[src/sv/gcd3_pkg.sv]
// gcd3_pkg: shared types, constants and microcode for the three-method gcd unit
`default_nettype none
package gcd3_pkg;

  localparam int DEFAULT_WIDTH = 32;
  localparam int FIELD_W       = 32;
  localparam int METHOD_W      = 2;
  localparam int UPC_W         = 6;

  localparam logic [METHOD_W-1:0] METHOD_SUB   = 2'd0;
  localparam logic [METHOD_W-1:0] METHOD_EUC   = 2'd1;
  localparam logic [METHOD_W-1:0] METHOD_BIN   = 2'd2;
  localparam logic [METHOD_W-1:0] METHOD_RESET = METHOD_EUC;

  typedef enum logic [3:0] {
    OP_NOP,
    OP_DIV_AB,
    OP_DIV_BA,
    OP_DIV_STEP,
    OP_EUC_SHIFT,
    OP_SUB_A,
    OP_SUB_B,
    OP_HALVE_BOTH,
    OP_HALVE_A,
    OP_HALVE_B,
    OP_DIFF_A,
    OP_DIFF_B,
    OP_RET_A,
    OP_RET_B,
    OP_RET_ZERO,
    OP_RET_SHL
  } op_t;

  typedef enum logic [3:0] {
    C_NEXT,
    C_ALWAYS,
    C_M0,
    C_M1,
    C_M2,
    C_A_ZERO,
    C_B_ZERO,
    C_A_EQ_B,
    C_A_GT_B,
    C_ANY_ODD,
    C_A_EVEN,
    C_B_EVEN,
    C_CNT_NZ
  } cond_t;

  typedef struct packed {
    op_t              op;
    cond_t            cond;
    logic [UPC_W-1:0] target;
  } cw_t;

  // datapath status seen by the sequencer
  typedef struct packed {
    logic [METHOD_W-1:0] method;
    logic                a_zero;
    logic                b_zero;
    logic                a_eq_b;
    logic                a_gt_b;
    logic                any_odd;
    logic                a_even;
    logic                b_even;
    logic                cnt_nz;
  } flags_t;

  // sequencer to datapath
  typedef struct packed {
    logic exec;
    op_t  op;
  } ctl_t;

  // program entry points
  localparam logic [UPC_W-1:0] L_EUC      = 6'd4;
  localparam logic [UPC_W-1:0] L_RET_A    = 6'd8;
  localparam logic [UPC_W-1:0] L_SUB      = 6'd9;
  localparam logic [UPC_W-1:0] L_SUB_LOOP = 6'd11;
  localparam logic [UPC_W-1:0] L_SUB_BA   = 6'd13;
  localparam logic [UPC_W-1:0] L_SUB_BSTP = 6'd14;
  localparam logic [UPC_W-1:0] L_SUB_AB   = 6'd16;
  localparam logic [UPC_W-1:0] L_SUB_ASTP = 6'd17;
  localparam logic [UPC_W-1:0] L_RET_B    = 6'd19;
  localparam logic [UPC_W-1:0] L_BIN      = 6'd20;
  localparam logic [UPC_W-1:0] L_BIN_TWOS = 6'd22;
  localparam logic [UPC_W-1:0] L_BIN_LOOP = 6'd24;
  localparam logic [UPC_W-1:0] L_BIN_HA   = 6'd29;
  localparam logic [UPC_W-1:0] L_BIN_HB   = 6'd30;
  localparam logic [UPC_W-1:0] L_BIN_DA   = 6'd31;
  localparam logic [UPC_W-1:0] L_BIN_RET  = 6'd32;
  localparam logic [UPC_W-1:0] L_EUC_STEP = 6'd6;

  function automatic cw_t mk(input op_t op, input cond_t cond, input logic [UPC_W-1:0] tgt);
    cw_t w;
    w.op     = op;
    w.cond   = cond;
    w.target = tgt;
    return w;
  endfunction

  function automatic logic is_ret(input op_t op);
    return (op == OP_RET_A) || (op == OP_RET_B) || (op == OP_RET_ZERO) || (op == OP_RET_SHL);
  endfunction

  function automatic cw_t gcd3_rom(input logic [UPC_W-1:0] addr);
    cw_t w;
    case (addr)
      // method dispatch
      6'd0:  w = mk(OP_NOP,        C_M1,      L_EUC);
      6'd1:  w = mk(OP_NOP,        C_M2,      L_BIN);
      6'd2:  w = mk(OP_NOP,        C_M0,      L_SUB);
      6'd3:  w = mk(OP_RET_ZERO,   C_NEXT,    '0);
      // euclid: a, b <= b, a mod b
      6'd4:  w = mk(OP_NOP,        C_B_ZERO,  L_RET_A);
      6'd5:  w = mk(OP_DIV_AB,     C_NEXT,    '0);
      6'd6:  w = mk(OP_DIV_STEP,   C_CNT_NZ,  L_EUC_STEP);
      6'd7:  w = mk(OP_EUC_SHIFT,  C_ALWAYS,  L_EUC);
      6'd8:  w = mk(OP_RET_A,      C_NEXT,    '0);
      // subtractive, runs of subtraction folded into one remainder
      6'd9:  w = mk(OP_NOP,        C_A_ZERO,  L_RET_B);
      6'd10: w = mk(OP_NOP,        C_B_ZERO,  L_RET_A);
      6'd11: w = mk(OP_NOP,        C_A_EQ_B,  L_RET_A);
      6'd12: w = mk(OP_NOP,        C_A_GT_B,  L_SUB_AB);
      6'd13: w = mk(OP_DIV_BA,     C_NEXT,    '0);
      6'd14: w = mk(OP_DIV_STEP,   C_CNT_NZ,  L_SUB_BSTP);
      6'd15: w = mk(OP_SUB_B,      C_ALWAYS,  L_SUB_LOOP);
      6'd16: w = mk(OP_DIV_AB,     C_NEXT,    '0);
      6'd17: w = mk(OP_DIV_STEP,   C_CNT_NZ,  L_SUB_ASTP);
      6'd18: w = mk(OP_SUB_A,      C_ALWAYS,  L_SUB_LOOP);
      6'd19: w = mk(OP_RET_B,      C_NEXT,    '0);
      // binary
      6'd20: w = mk(OP_NOP,        C_A_ZERO,  L_RET_B);
      6'd21: w = mk(OP_NOP,        C_B_ZERO,  L_RET_A);
      6'd22: w = mk(OP_NOP,        C_ANY_ODD, L_BIN_LOOP);
      6'd23: w = mk(OP_HALVE_BOTH, C_ALWAYS,  L_BIN_TWOS);
      6'd24: w = mk(OP_NOP,        C_A_EQ_B,  L_BIN_RET);
      6'd25: w = mk(OP_NOP,        C_A_EVEN,  L_BIN_HA);
      6'd26: w = mk(OP_NOP,        C_B_EVEN,  L_BIN_HB);
      6'd27: w = mk(OP_NOP,        C_A_GT_B,  L_BIN_DA);
      6'd28: w = mk(OP_DIFF_B,     C_ALWAYS,  L_BIN_LOOP);
      6'd29: w = mk(OP_HALVE_A,    C_ALWAYS,  L_BIN_LOOP);
      6'd30: w = mk(OP_HALVE_B,    C_ALWAYS,  L_BIN_LOOP);
      6'd31: w = mk(OP_DIFF_A,     C_ALWAYS,  L_BIN_LOOP);
      6'd32: w = mk(OP_RET_SHL,    C_NEXT,    '0);
      default: w = mk(OP_RET_ZERO, C_NEXT,    '0);
    endcase
    return w;
  endfunction

endpackage
`default_nettype wire

[src/sv/gcd3_if.sv]
// gcd3_if: valid/ready channel interfaces for operands and results
`default_nettype none
interface gcd3_in_if import gcd3_pkg::*; ();
  logic               valid;
  logic               ready;
  logic [FIELD_W-1:0] first_value;
  logic [FIELD_W-1:0] second_value;

  modport source (output valid, output first_value, output second_value, input ready);
  modport sink   (input valid, input first_value, input second_value, output ready);
endinterface

interface gcd3_out_if import gcd3_pkg::*; ();
  logic               valid;
  logic               ready;
  logic [FIELD_W-1:0] divisor;

  modport source (output valid, output divisor, input ready);
  modport sink   (input valid, input divisor, output ready);
endinterface
`default_nettype wire

[src/sv/gcd_unit_three_methods.sv]
// gcd_unit_three_methods: top level, datapath and configuration register
`default_nettype none
// Greatest common divisor of two unsigned operands, by one of three schemes
// chosen with the method register (0 subtractive, 1 Euclidean, 2 binary;
// code 3 returns zero; reset value 1). Under the three schemes a zero
// operand yields the other one. One operand pair is worked at a time:
// in_ch.ready is low from acceptance until the result is loaded into the
// output register, which can hold a result while the next pair is taken.
// A microinstruction executes per cycle, except while a return waits for a
// stalled output register. Euclidean and subtractive runs are set by the
// shared restoring remainder unit, one quotient bit per cycle, and at most
// about 1.44*WIDTH remainder steps occur. Binary runs are set by the common
// factors of two and the halvings or halved differences, at most about
// 2*WIDTH of them. Every item adds dispatch, final tests and return, and
// the next pair is taken while the unit is idle.
module gcd_unit_three_methods import gcd3_pkg::*; #(
  parameter int WIDTH = DEFAULT_WIDTH
) (
  input  wire logic                clk,
  input  wire logic                rst_n,
  gcd3_in_if.sink                  in_ch,
  gcd3_out_if.source               out_ch,
  input  wire logic                cfg_we,
  input  wire logic [METHOD_W-1:0] cfg_wdata
);

  localparam int CNT_W = $clog2(WIDTH);
  localparam logic [CNT_W-1:0] CNT_INIT = CNT_W'(WIDTH - 1);

  logic [METHOD_W-1:0] method_r;
  logic [WIDTH-1:0]    a_r, a_nxt;
  logic [WIDTH-1:0]    b_r, b_nxt;
  logic [WIDTH-1:0]    d_r, d_nxt;
  logic [WIDTH-1:0]    q_r, q_nxt;
  logic [WIDTH-1:0]    rem_r, rem_nxt;
  logic [CNT_W-1:0]    cnt_r, cnt_nxt;
  logic [CNT_W-1:0]    twos_r, twos_nxt;
  logic [FIELD_W-1:0]  div_r, div_nxt;
  logic                oval_r, oval_nxt;

  logic                start;
  logic                hold;
  logic                busy;
  flags_t              flags;
  ctl_t                ctl;

  logic [WIDTH+FIELD_W-1:0] first_ext, second_ext;
  logic [WIDTH:0]           rem_sh, rem_sub;
  logic                     rem_ge;
  logic [WIDTH-1:0]         res_val;
  logic [WIDTH+FIELD_W-1:0] res_ext;
  logic [WIDTH-1:0]         a_minus_b, b_minus_a;

  assign start = in_ch.valid && in_ch.ready;
  assign hold  = oval_r && !out_ch.ready;

  assign in_ch.ready    = !busy;
  assign out_ch.valid   = oval_r;
  assign out_ch.divisor = div_r;

  // operands taken modulo 2^WIDTH, result narrowed to the field
  assign first_ext  = {{WIDTH{1'b0}}, in_ch.first_value};
  assign second_ext = {{WIDTH{1'b0}}, in_ch.second_value};

  assign flags.method  = method_r;
  assign flags.a_zero  = (a_r == '0);
  assign flags.b_zero  = (b_r == '0);
  assign flags.a_eq_b  = (a_r == b_r);
  assign flags.a_gt_b  = (a_r > b_r);
  assign flags.any_odd = a_r[0] | b_r[0];
  assign flags.a_even  = !a_r[0];
  assign flags.b_even  = !b_r[0];
  assign flags.cnt_nz  = (cnt_r != '0);

  gcd3_seq u_seq (
    .clk   (clk),
    .rst_n (rst_n),
    .start (start),
    .hold  (hold),
    .flags (flags),
    .busy  (busy),
    .ctl   (ctl)
  );

  // restoring remainder, one dividend bit per step
  assign rem_sh  = {rem_r, q_r[WIDTH-1]};
  assign rem_sub = rem_sh - {1'b0, d_r};
  assign rem_ge  = (rem_sh >= {1'b0, d_r});

  assign a_minus_b = a_r - b_r;
  assign b_minus_a = b_r - a_r;

  always_comb begin
    case (ctl.op)
      OP_RET_A:   res_val = a_r;
      OP_RET_B:   res_val = b_r;
      OP_RET_SHL: res_val = a_r << twos_r;
      default:    res_val = '0;
    endcase
  end
  assign res_ext = {{FIELD_W{1'b0}}, res_val};

  always_comb begin
    a_nxt    = a_r;
    b_nxt    = b_r;
    d_nxt    = d_r;
    q_nxt    = q_r;
    rem_nxt  = rem_r;
    cnt_nxt  = cnt_r;
    twos_nxt = twos_r;
    div_nxt  = div_r;
    oval_nxt = out_ch.ready ? 1'b0 : oval_r;
    if (start) begin
      a_nxt    = first_ext[WIDTH-1:0];
      b_nxt    = second_ext[WIDTH-1:0];
      twos_nxt = '0;
    end else if (ctl.exec) begin
      case (ctl.op)
        OP_DIV_AB: begin
          q_nxt   = a_r;
          d_nxt   = b_r;
          rem_nxt = '0;
          cnt_nxt = CNT_INIT;
        end
        OP_DIV_BA: begin
          q_nxt   = b_r;
          d_nxt   = a_r;
          rem_nxt = '0;
          cnt_nxt = CNT_INIT;
        end
        OP_DIV_STEP: begin
          rem_nxt = rem_ge ? rem_sub[WIDTH-1:0] : rem_sh[WIDTH-1:0];
          q_nxt   = q_r << 1;
          cnt_nxt = cnt_r - 1'b1;
        end
        OP_EUC_SHIFT: begin
          a_nxt = b_r;
          b_nxt = rem_r;
        end
        OP_SUB_A: a_nxt = (rem_r == '0) ? b_r : rem_r;
        OP_SUB_B: b_nxt = (rem_r == '0) ? a_r : rem_r;
        OP_HALVE_BOTH: begin
          a_nxt    = a_r >> 1;
          b_nxt    = b_r >> 1;
          twos_nxt = twos_r + 1'b1;
        end
        OP_HALVE_A: a_nxt = a_r >> 1;
        OP_HALVE_B: b_nxt = b_r >> 1;
        OP_DIFF_A:  a_nxt = a_minus_b >> 1;
        OP_DIFF_B:  b_nxt = b_minus_a >> 1;
        OP_RET_A, OP_RET_B, OP_RET_ZERO, OP_RET_SHL: begin
          div_nxt  = res_ext[FIELD_W-1:0];
          oval_nxt = 1'b1;
        end
        default: ;
      endcase
    end
  end

  always_ff @(posedge clk) begin
    if (!rst_n) begin
      method_r <= METHOD_RESET;
      oval_r   <= 1'b0;
    end else begin
      if (cfg_we) method_r <= cfg_wdata;
      oval_r <= oval_nxt;
    end
  end

  always_ff @(posedge clk) begin
    a_r    <= a_nxt;
    b_r    <= b_nxt;
    d_r    <= d_nxt;
    q_r    <= q_nxt;
    rem_r  <= rem_nxt;
    cnt_r  <= cnt_nxt;
    twos_r <= twos_nxt;
    div_r  <= div_nxt;
  end

endmodule
`default_nettype wire

[src/sv/gcd3_seq.sv]
// gcd3_seq: microprogram counter, control store and branch logic
`default_nettype none
module gcd3_seq import gcd3_pkg::*; (
  input  wire logic   clk,
  input  wire logic   rst_n,
  input  wire logic   start,
  input  wire logic   hold,
  input  wire flags_t flags,
  output logic        busy,
  output ctl_t        ctl
);

  logic             busy_r, busy_nxt;
  logic [UPC_W-1:0] upc_r, upc_nxt;
  cw_t              cw;
  logic             taken;
  logic             ret;

  assign cw  = gcd3_rom(upc_r);
  assign ret = is_ret(cw.op);

  always_comb begin
    case (cw.cond)
      C_NEXT:    taken = 1'b0;
      C_ALWAYS:  taken = 1'b1;
      C_M0:      taken = (flags.method == METHOD_SUB);
      C_M1:      taken = (flags.method == METHOD_EUC);
      C_M2:      taken = (flags.method == METHOD_BIN);
      C_A_ZERO:  taken = flags.a_zero;
      C_B_ZERO:  taken = flags.b_zero;
      C_A_EQ_B:  taken = flags.a_eq_b;
      C_A_GT_B:  taken = flags.a_gt_b;
      C_ANY_ODD: taken = flags.any_odd;
      C_A_EVEN:  taken = flags.a_even;
      C_B_EVEN:  taken = flags.b_even;
      C_CNT_NZ:  taken = flags.cnt_nz;
      default:   taken = 1'b0;
    endcase
  end

  always_comb begin
    busy_nxt = busy_r;
    upc_nxt  = upc_r;
    if (start) begin
      busy_nxt = 1'b1;
      upc_nxt  = '0;
    end else if (busy_r) begin
      if (ret) begin
        // a return waits until the result register is free
        if (!hold) busy_nxt = 1'b0;
      end else begin
        upc_nxt = taken ? cw.target : upc_r + 1'b1;
      end
    end
  end

  always_ff @(posedge clk) begin
    if (!rst_n) begin
      busy_r <= 1'b0;
      upc_r  <= '0;
    end else begin
      busy_r <= busy_nxt;
      upc_r  <= upc_nxt;
    end
  end

  assign busy     = busy_r;
  assign ctl.exec = busy_r && !(ret && hold);
  assign ctl.op   = cw.op;

endmodule
`default_nettype wire

[src/flat_wrapper.sv]
// flat-port wrapper written by rule: the top's interface ports become plain ports
module gcd_unit_three_methods_flat import gcd3_pkg::*;
#(
  parameter int WIDTH = DEFAULT_WIDTH
)
  (clk, rst_n, cfg_we, cfg_wdata, in_ch_valid, in_ch_first_value, in_ch_second_value, in_ch_ready, out_ch_valid, out_ch_divisor, out_ch_ready);
  gcd3_in_if in_ch_i ();
  gcd3_out_if out_ch_i ();
  input  wire logic clk;
  input  wire logic rst_n;
  input  wire logic cfg_we;
  input  wire logic [METHOD_W-1:0] cfg_wdata;
  input wire logic [$bits(in_ch_i.valid)-1:0] in_ch_valid;
  input wire logic [$bits(in_ch_i.first_value)-1:0] in_ch_first_value;
  input wire logic [$bits(in_ch_i.second_value)-1:0] in_ch_second_value;
  output wire logic [$bits(in_ch_i.ready)-1:0] in_ch_ready;
  output wire logic [$bits(out_ch_i.valid)-1:0] out_ch_valid;
  output wire logic [$bits(out_ch_i.divisor)-1:0] out_ch_divisor;
  input wire logic [$bits(out_ch_i.ready)-1:0] out_ch_ready;
  assign in_ch_i.valid = in_ch_valid;
  assign in_ch_i.first_value = in_ch_first_value;
  assign in_ch_i.second_value = in_ch_second_value;
  assign in_ch_ready = in_ch_i.ready;
  assign out_ch_valid = out_ch_i.valid;
  assign out_ch_divisor = out_ch_i.divisor;
  assign out_ch_i.ready = out_ch_ready;
  gcd_unit_three_methods #(.WIDTH(WIDTH)) u_core (.clk(clk), .rst_n(rst_n), .in_ch(in_ch_i), .out_ch(out_ch_i), .cfg_we(cfg_we), .cfg_wdata(cfg_wdata));
endmodule
[config.mk]
export PLATFORM = sky130hd
export DESIGN_NAME = gcd_unit_three_methods_flat
export DESIGN_NICKNAME = d
export VERILOG_FILES = /design/src/sv/gcd3_pkg.sv /design/src/sv/gcd3_if.sv /design/src/sv/gcd_unit_three_methods.sv /design/src/sv/gcd3_seq.sv /design/src/flat_wrapper.sv
export SDC_FILE = /design/constraint.sdc
export NUM_CORES = 1
export LEC_CHECK = 0
export BUFFER_PORTS_ARGS = -buffer_cell sky130_fd_sc_hd__buf_4
export CAP_MARGIN = 5
export CORE_UTILIZATION = 41
export CTS_CLUSTER_DIAMETER = 40
export DETAILED_ROUTE_END_ITERATION = 10
export PLACE_DENSITY_LB_ADDON = 0.12
export RECOVER_POWER = 25
export REMOVE_ABC_BUFFERS = 1
export SETUP_SLACK_MARGIN = 0.5
export SLEW_MARGIN = 20
export SYNTH_ARGS = -nofsm -noshare
export SYNTH_HDL_FRONTEND = slang
export SYNTH_SLANG_ARGS = --single-unit
[constraint.sdc]
create_clock -name clk -period 4.1 [get_ports clk]
set_input_delay 0.41 -clock clk [delete_from_list [all_inputs] [get_ports clk]]
set_output_delay 0.41 -clock clk [all_outputs]
set_load 0.01 [all_outputs]
# ---- Yosys cells after proc, flatten, opt, wreduce, memory -nomap -nowiden
# Memories as Yosys holds them, arrays and structs flattened. A register that Yosys moved wholly into a read port is not among the register bits.
# Index checks and enable logic that the tools add are counted.
dict set report word_totals {
  n_memories 1
  word_cells 118
  output_inout_bits 34
  input_bits 71
  regBits 212
  romBits 896
}
# memory depth word_bits read_ports rd_clocked_by_memory_dff wr line_no
set memory_table {}
lappend memory_table {{(name not given)} 64 14 1 1 0 gcd3_pkg.sv:108} ;# case (addr)
dict set report op_classes {
  reduce_logical 36
  eq_ne 30
  shift 1
  muxes 26
  addsub 6
  n_bitwise 4
  order_cmp 2
}
# op n
set ops {}
lappend ops {{32-bit case mux with 4 select lines} 2}
lappend ops {{32-bit two-way mux} 7}
lappend ops {{32-bit case mux with 3 select lines} 2}
lappend ops {{32-bit case mux with 2 select lines} 2}
lappend ops {{32-bit zero test} 3}
lappend ops {{32-bit subtractor} 3}
lappend ops {{4-bit equality test (second input constant)} 13}
lappend ops {{33-bit by 32-bit greater-or-equal comparator with 1-bit output} 1}
lappend ops {{32-bit equality test} 1}
lappend ops {{4-bit by 3-bit equality test with 1-bit output (second input constant)} 8}
lappend ops {{32-bit > comparator} 1}
lappend ops {{32-bit by 5-bit << shifter with 32-bit output} 1}
lappend ops {{6-bit two-way mux} 3}
lappend ops {{4-bit by 2-bit equality test with 1-bit output (second input constant)} 4}
lappend ops {{5-bit nonzero test} 3}
lappend ops {{1-bit case mux with 12 select lines} 1}
lappend ops {{3-bit AND reduction} 4}
lappend ops {{5-bit case mux with 2 select lines} 1}
lappend ops {{4-bit by 1-bit equality test with 1-bit output (second input constant)} 2}
lappend ops {{1-bit two-way mux} 8}
lappend ops {{2-bit AND reduction} 4}
lappend ops {{2-bit OR reduction} 4}
lappend ops {{6-bit by 1-bit adder with 6-bit output (second input constant)} 1}
lappend ops {{2-bit nonzero test} 3}
lappend ops {{other kinds (12)} 23}

# ---- Depth between registers and ports, before layout
dict set report logic_depth {
  ltp_word 9
  mapped_depth 21
  depth_no_buf 20
}

# ---- Cells and area by module
# A second synthesis with hierarchy kept.
dict set report hier_totals {
  cells_unflattened 2262
  area_unflattened_um2 19304.8
}
# module n_inst area_each_um2 seq_area_each_um2 cells_each
set by_module_without_submodules {}
lappend by_module_without_submodules {gcd_unit_three_methods 1 17435.5 6075.8 2033}
lappend by_module_without_submodules {gcd3_seq 1 1869.3 420.4 229}

# ---- Worst setup path before layout
# Ideal clock, no wire load.
dict set report synth_path {
  path_kind {register to register}
  from {register u_core.u_seq.cw[10] (netlist name)}
  to {register u_core.d_r[0] (enable)}
  required_ns 3.708
  path_slack_ns 0.313
  path_buffers 1
  synth_period_minus_slack_ns 3.787
  t_arrival_ns 3.395
  path_stages_with_launch 5
  setup_ns 0.392
  path_cell_list {dfxtp_1 > clkbuf_1 > or2_2 > and3_1 > and2_1}
}
dict set report synth_between {
  elab_chain_cells 8
  elab_cells_between_ends 14
  classes_between {eq/ne (6); reduce/logical (8)}
}
# item line_no
set synth_lines {}
lappend synth_lines {{4-bit equality test} gcd3_pkg.sv:103} ;# return (op == OP_RET_A) || (op == OP_RET_B) || (op == OP_RET_ZERO) || (op == OP_RET_SHL);
lappend synth_lines {{1-bit logical OR (3 in series)} gcd3_pkg.sv:103}
lappend synth_lines {{1-bit logical AND} gcd3_seq.sv:68} ;# assign ctl.exec = busy_r && !(ret && hold);
lappend synth_lines {{1-bit zero test} gcd3_seq.sv:68}
lappend synth_lines {{1-bit logical AND} gcd3_seq.sv:68}
lappend synth_lines {{3-bit AND reduction (no line) *} --}
lappend synth_lines {{end signal: assignment} gcd_unit_three_methods.sv:173} ;# d_r <= d_nxt;
lappend synth_lines {{end: declaration} gcd_unit_three_methods.sv:33} ;# logic [WIDTH-1:0] d_r, d_nxt;
# Every way passes the cells marked *; elsewhere a longest branch is shown, timed or not.
# A chain may end at the register's enable or synchronous reset.

# ---- Worst setup path after layout
dict set report layout_path {
  from {register u_core.u_seq.cw[10] (netlist name)}
  to {register u_core.d_r[25], data pin}
}
dict set report layout_between {
  elab_chain_cells 2
  elab_cells_between_ends 3
  classes_between {eq/ne (2); mux (1)}
}
# item line_no
set layout_lines {}
lappend layout_lines {{4-bit by 2-bit equality test with 1-bit output or 4-bit by 1-bit equality test with 1-bit output (tied branches)} gcd_unit_three_methods.sv:118} ;# case (ctl.op)
lappend layout_lines {{32-bit case mux with 2 select lines *} gcd_unit_three_methods.sv:118}
# Marked as above.

==> reports/qor.yml <==
ctsLongestPathBuffers: 3
cts_made_buffers: 51
reg2reg_depth: 4
seq_area_frac_synth: 0.348
synth_cell_types: 100
ir_drop_mv: 0.294
synthAdderAreaFrac: 0.0736
gr-total-overflow: 0
synth_xor_area_frac: 0.0422
hold_buffers: 0
worstPathArrival_ps: 3920
final_common_cell: "buf_4"
fin_crit_ps: 3790
yosys.area_share.simple: 0.144
synth-edff-count: 197
nNetsFinal: 2519
multi_input_area_um2: 11300
tns_ps: 0
drv_slew: 165
timing.rr.start: "u_core.u_seq.cw[10]"
async_flop_share: 0
grt_usage: 0.333
synthMuxAreaShare: 0.0585
power.density_nw_per_um2: 421
drive_above_1_share: 0.217
p_sw_frac: 0.344
drc: 0
ys.flop_type: "edfxtp_1"
cp-end-kind: "register"
cts_tree: "yes"
switching_power_w: 0.00336
worst_pin_slew_ps: 2190
dr.pass1.iters: 6
cellLeakagePower_nw: 9.20
viasPerCell: 6.27
dp.cells: 2849
hold_class: "primary input to register"
finalSetupViolations: 0
slew_headroom: -0.462
grt_pass1_vias: 18100
finClkSkew_ps: 17.2
cp_max_fo: 96
totalWireLength_mm: 79.9
startpoint: "u_core.u_seq.cw[10]"
die_h_um: 215
mostFrequentLayoutCells: "buf_4 (275), a21oi_1 (202), edfxtp_1 (197)"
netlist_instances: 2137
yosys_register_bits: 226
fmax_mhz: 264
area_growth_pct: 24.4
violations: "capacitance limit, slew limit"
insertion_delay_ps: 590
die_area_um2: 46400
drtIter0Drc: 2316
rsz0062_at_grt: "true"
outcome: "complete, but fails checks"
core.rowCount: 77
clockPowerShare: 0.434
grt_pass1_wl_mm: 116
place_congestion: 0.999
nFillCells: 4245
cts_root_buf: "clkbuf_16"
antenna_found_initial: 3
hp-start: "cfg_wdata[0]"
critPathKind: "register to register"
start_util: 0.418
hpwl_mm: 58.1
drt-wirelength-per-cell_um: 26.8
start_kind: "register"
coreArea_um2: 44600
seqPwrFrac: 0.283
cp.required_ps: 4230
num_vias: 18700
ant_nets: 0
clock-sinks: 226
hold_viol: 0
grt_max_degree: 97
cts_htree_levels: 2
hold_depth: 3
syn_area_per_cell_um2: 8.73
yosysWarningCount: 0
portBuffers: 104
period_share: 0.924
layout.cells.non_filler: 2976
p_comb_frac: 0.283
ioPinCount: 105
synth_compound_area_frac: 0.262
cap_violations: 3
regArea_um2: 6500
synth_top_family_by_area: "compound AO/OA/AOI/OAI gates"
synth_area_um2: 18700
die_w_um: 215
clkTransAtPathRegs_ps: 60
intPower_w: 0.00642
timing repair:
action | 4_1_cts | 5_1_grt
setup buffers | 10 | 19
pin swaps | 10 | 20
cloned | 0 | 1
setup endpoints to repair | 46 | 62
resized for setup | 36 | 57
cell usage after synthesis, types with 8 or more instances:
cell type	count	area (um2)
xnor2_1	59	517
and3_1	9	56.3
o221ai_1	15	131
nand2b_1	17	106
a211oi_1	13	97.6
inv_1	157	589
nor2b_1	20	125
a21oi_1	212	1060
a221oi_1	42	368
o21a_1	14	105
nand4_1	23	144
a31oi_1	20	125
nand2_1	165	619
buf_1	8	30.0
clkbuf_1	122	458
buf_2	27	135
o31ai_1	9	67.6
xor2_1	31	272
and2_1	11	68.8
edfxtp_1	197	5920
o21ai_0	157	786
a22oi_1	33	248
nor2_1	192	721
mux4_2	16	360
a222oi_1	40	400
ha_1	105	1310
nor4_1	28	175
mux2_2	11	124
dfxtp_1	29	581
o22ai_1	13	81.3
a21o_1	54	405
o21bai_1	13	97.6
nand3_1	24	120
a221o_1	20	200
nor3_1	37	185
or3_1	9	56.3
a22o_1	8	70.1
o211ai_1	8	60.1
mux2i_1	58	581
final cells by class:
type | instances | share of cell area
Inverter | 163 | 0.0264
Timing Repair Buffer | 316 | 0.0986
Multi-Input combinational cell | 1582 | 0.487
Sequential cell | 226 | 0.280
Clock buffer | 55 | 0.0575
Antenna cell | 1 | 0.000108
Clock inverter | 41 | 0.0186
Tap cell | 592 | 0.0319
power by group through the flow:
stage	sequential (W)	combinational [W]	clock, W
2_1_floorplan	0.00284	0.00146	0
3_3_place_gp	0.00281	0.00255	0
3_5_place_dp	0.00281	0.00253	0
4_1_cts	0.00277	0.00261	0.00428
5_1_grt	0.00278	0.00293	0.00437
6_report	0.00277	0.00277	0.00424
per-stage QoR:
stage / area [um2] / power [W] / worst slack (ps) / utilization / hold WS [ps]
floorplan: 17900 / 0.00430 / -1670 / - / 465
global placement: 21000 / 0.00535 / 180 / 0.470 / 501
detailed placement: 21000 / 0.00534 / 170 / 0.470 / 514
CTS: 23000 / 0.00965 / 443 / 0.515 / 26.3
global route: 23200 / 0.0101 / 271 / 0.520 / 38.8
finish: 23200 / 0.00978 / 313 / 0.520 / 45.8
sequential cells by signal, summed over array words and instances, names as in the netlist:
name / flops
u_core.a_r: 32
u_core.b_r: 32
u_core.cnt_r: 5
u_core.d_r: 32
u_core.method_r: 2
u_core.out_ch.divisor: 32
u_core.out_ch.valid: 1
u_core.q_r: 32
u_core.rem_r: 32
u_core.twos_r: 5
u_core.u_seq.busy: 1
u_core.u_seq.cw: 14
u_core.u_seq.upc_r: 6
path summary, 6_finish.rpt:
path | slack (ps) | endpoint
max | 310 | u_core.d_r[25]
min | 50 | u_core.method_r[0]
max reg2reg | 310 | u_core.d_r[25]
min reg2reg | 500 | u_core.out_ch.valid
routing by layer:
layer  share of wire  wire length [um]  vias to the layer above  global-route usage
li1                -                 -                     8381                   -
met1            0.42             33400                     9026               0.448
met2            0.45             35800                     1053               0.522
met3           0.097              7740                      196              0.0677
met4           0.037              2950                        4               0.130
met5         0.00028                22                        -                   0
worst max-delay path: stages, from the launching register on:
cell	delay [ps]
dfxtp_1	420
nand2b_1	250
nor3_1	160
clkbuf_2	1520
o21ai_0	830
cell families after synthesis:
group / Yosys count
flops: 226
compound gates: 729
fa+ha+maj: 108
mux: 87
xor+xnor: 90
buf+inv: 329
simple gates: 568
(Power assumes the default switching activity.)
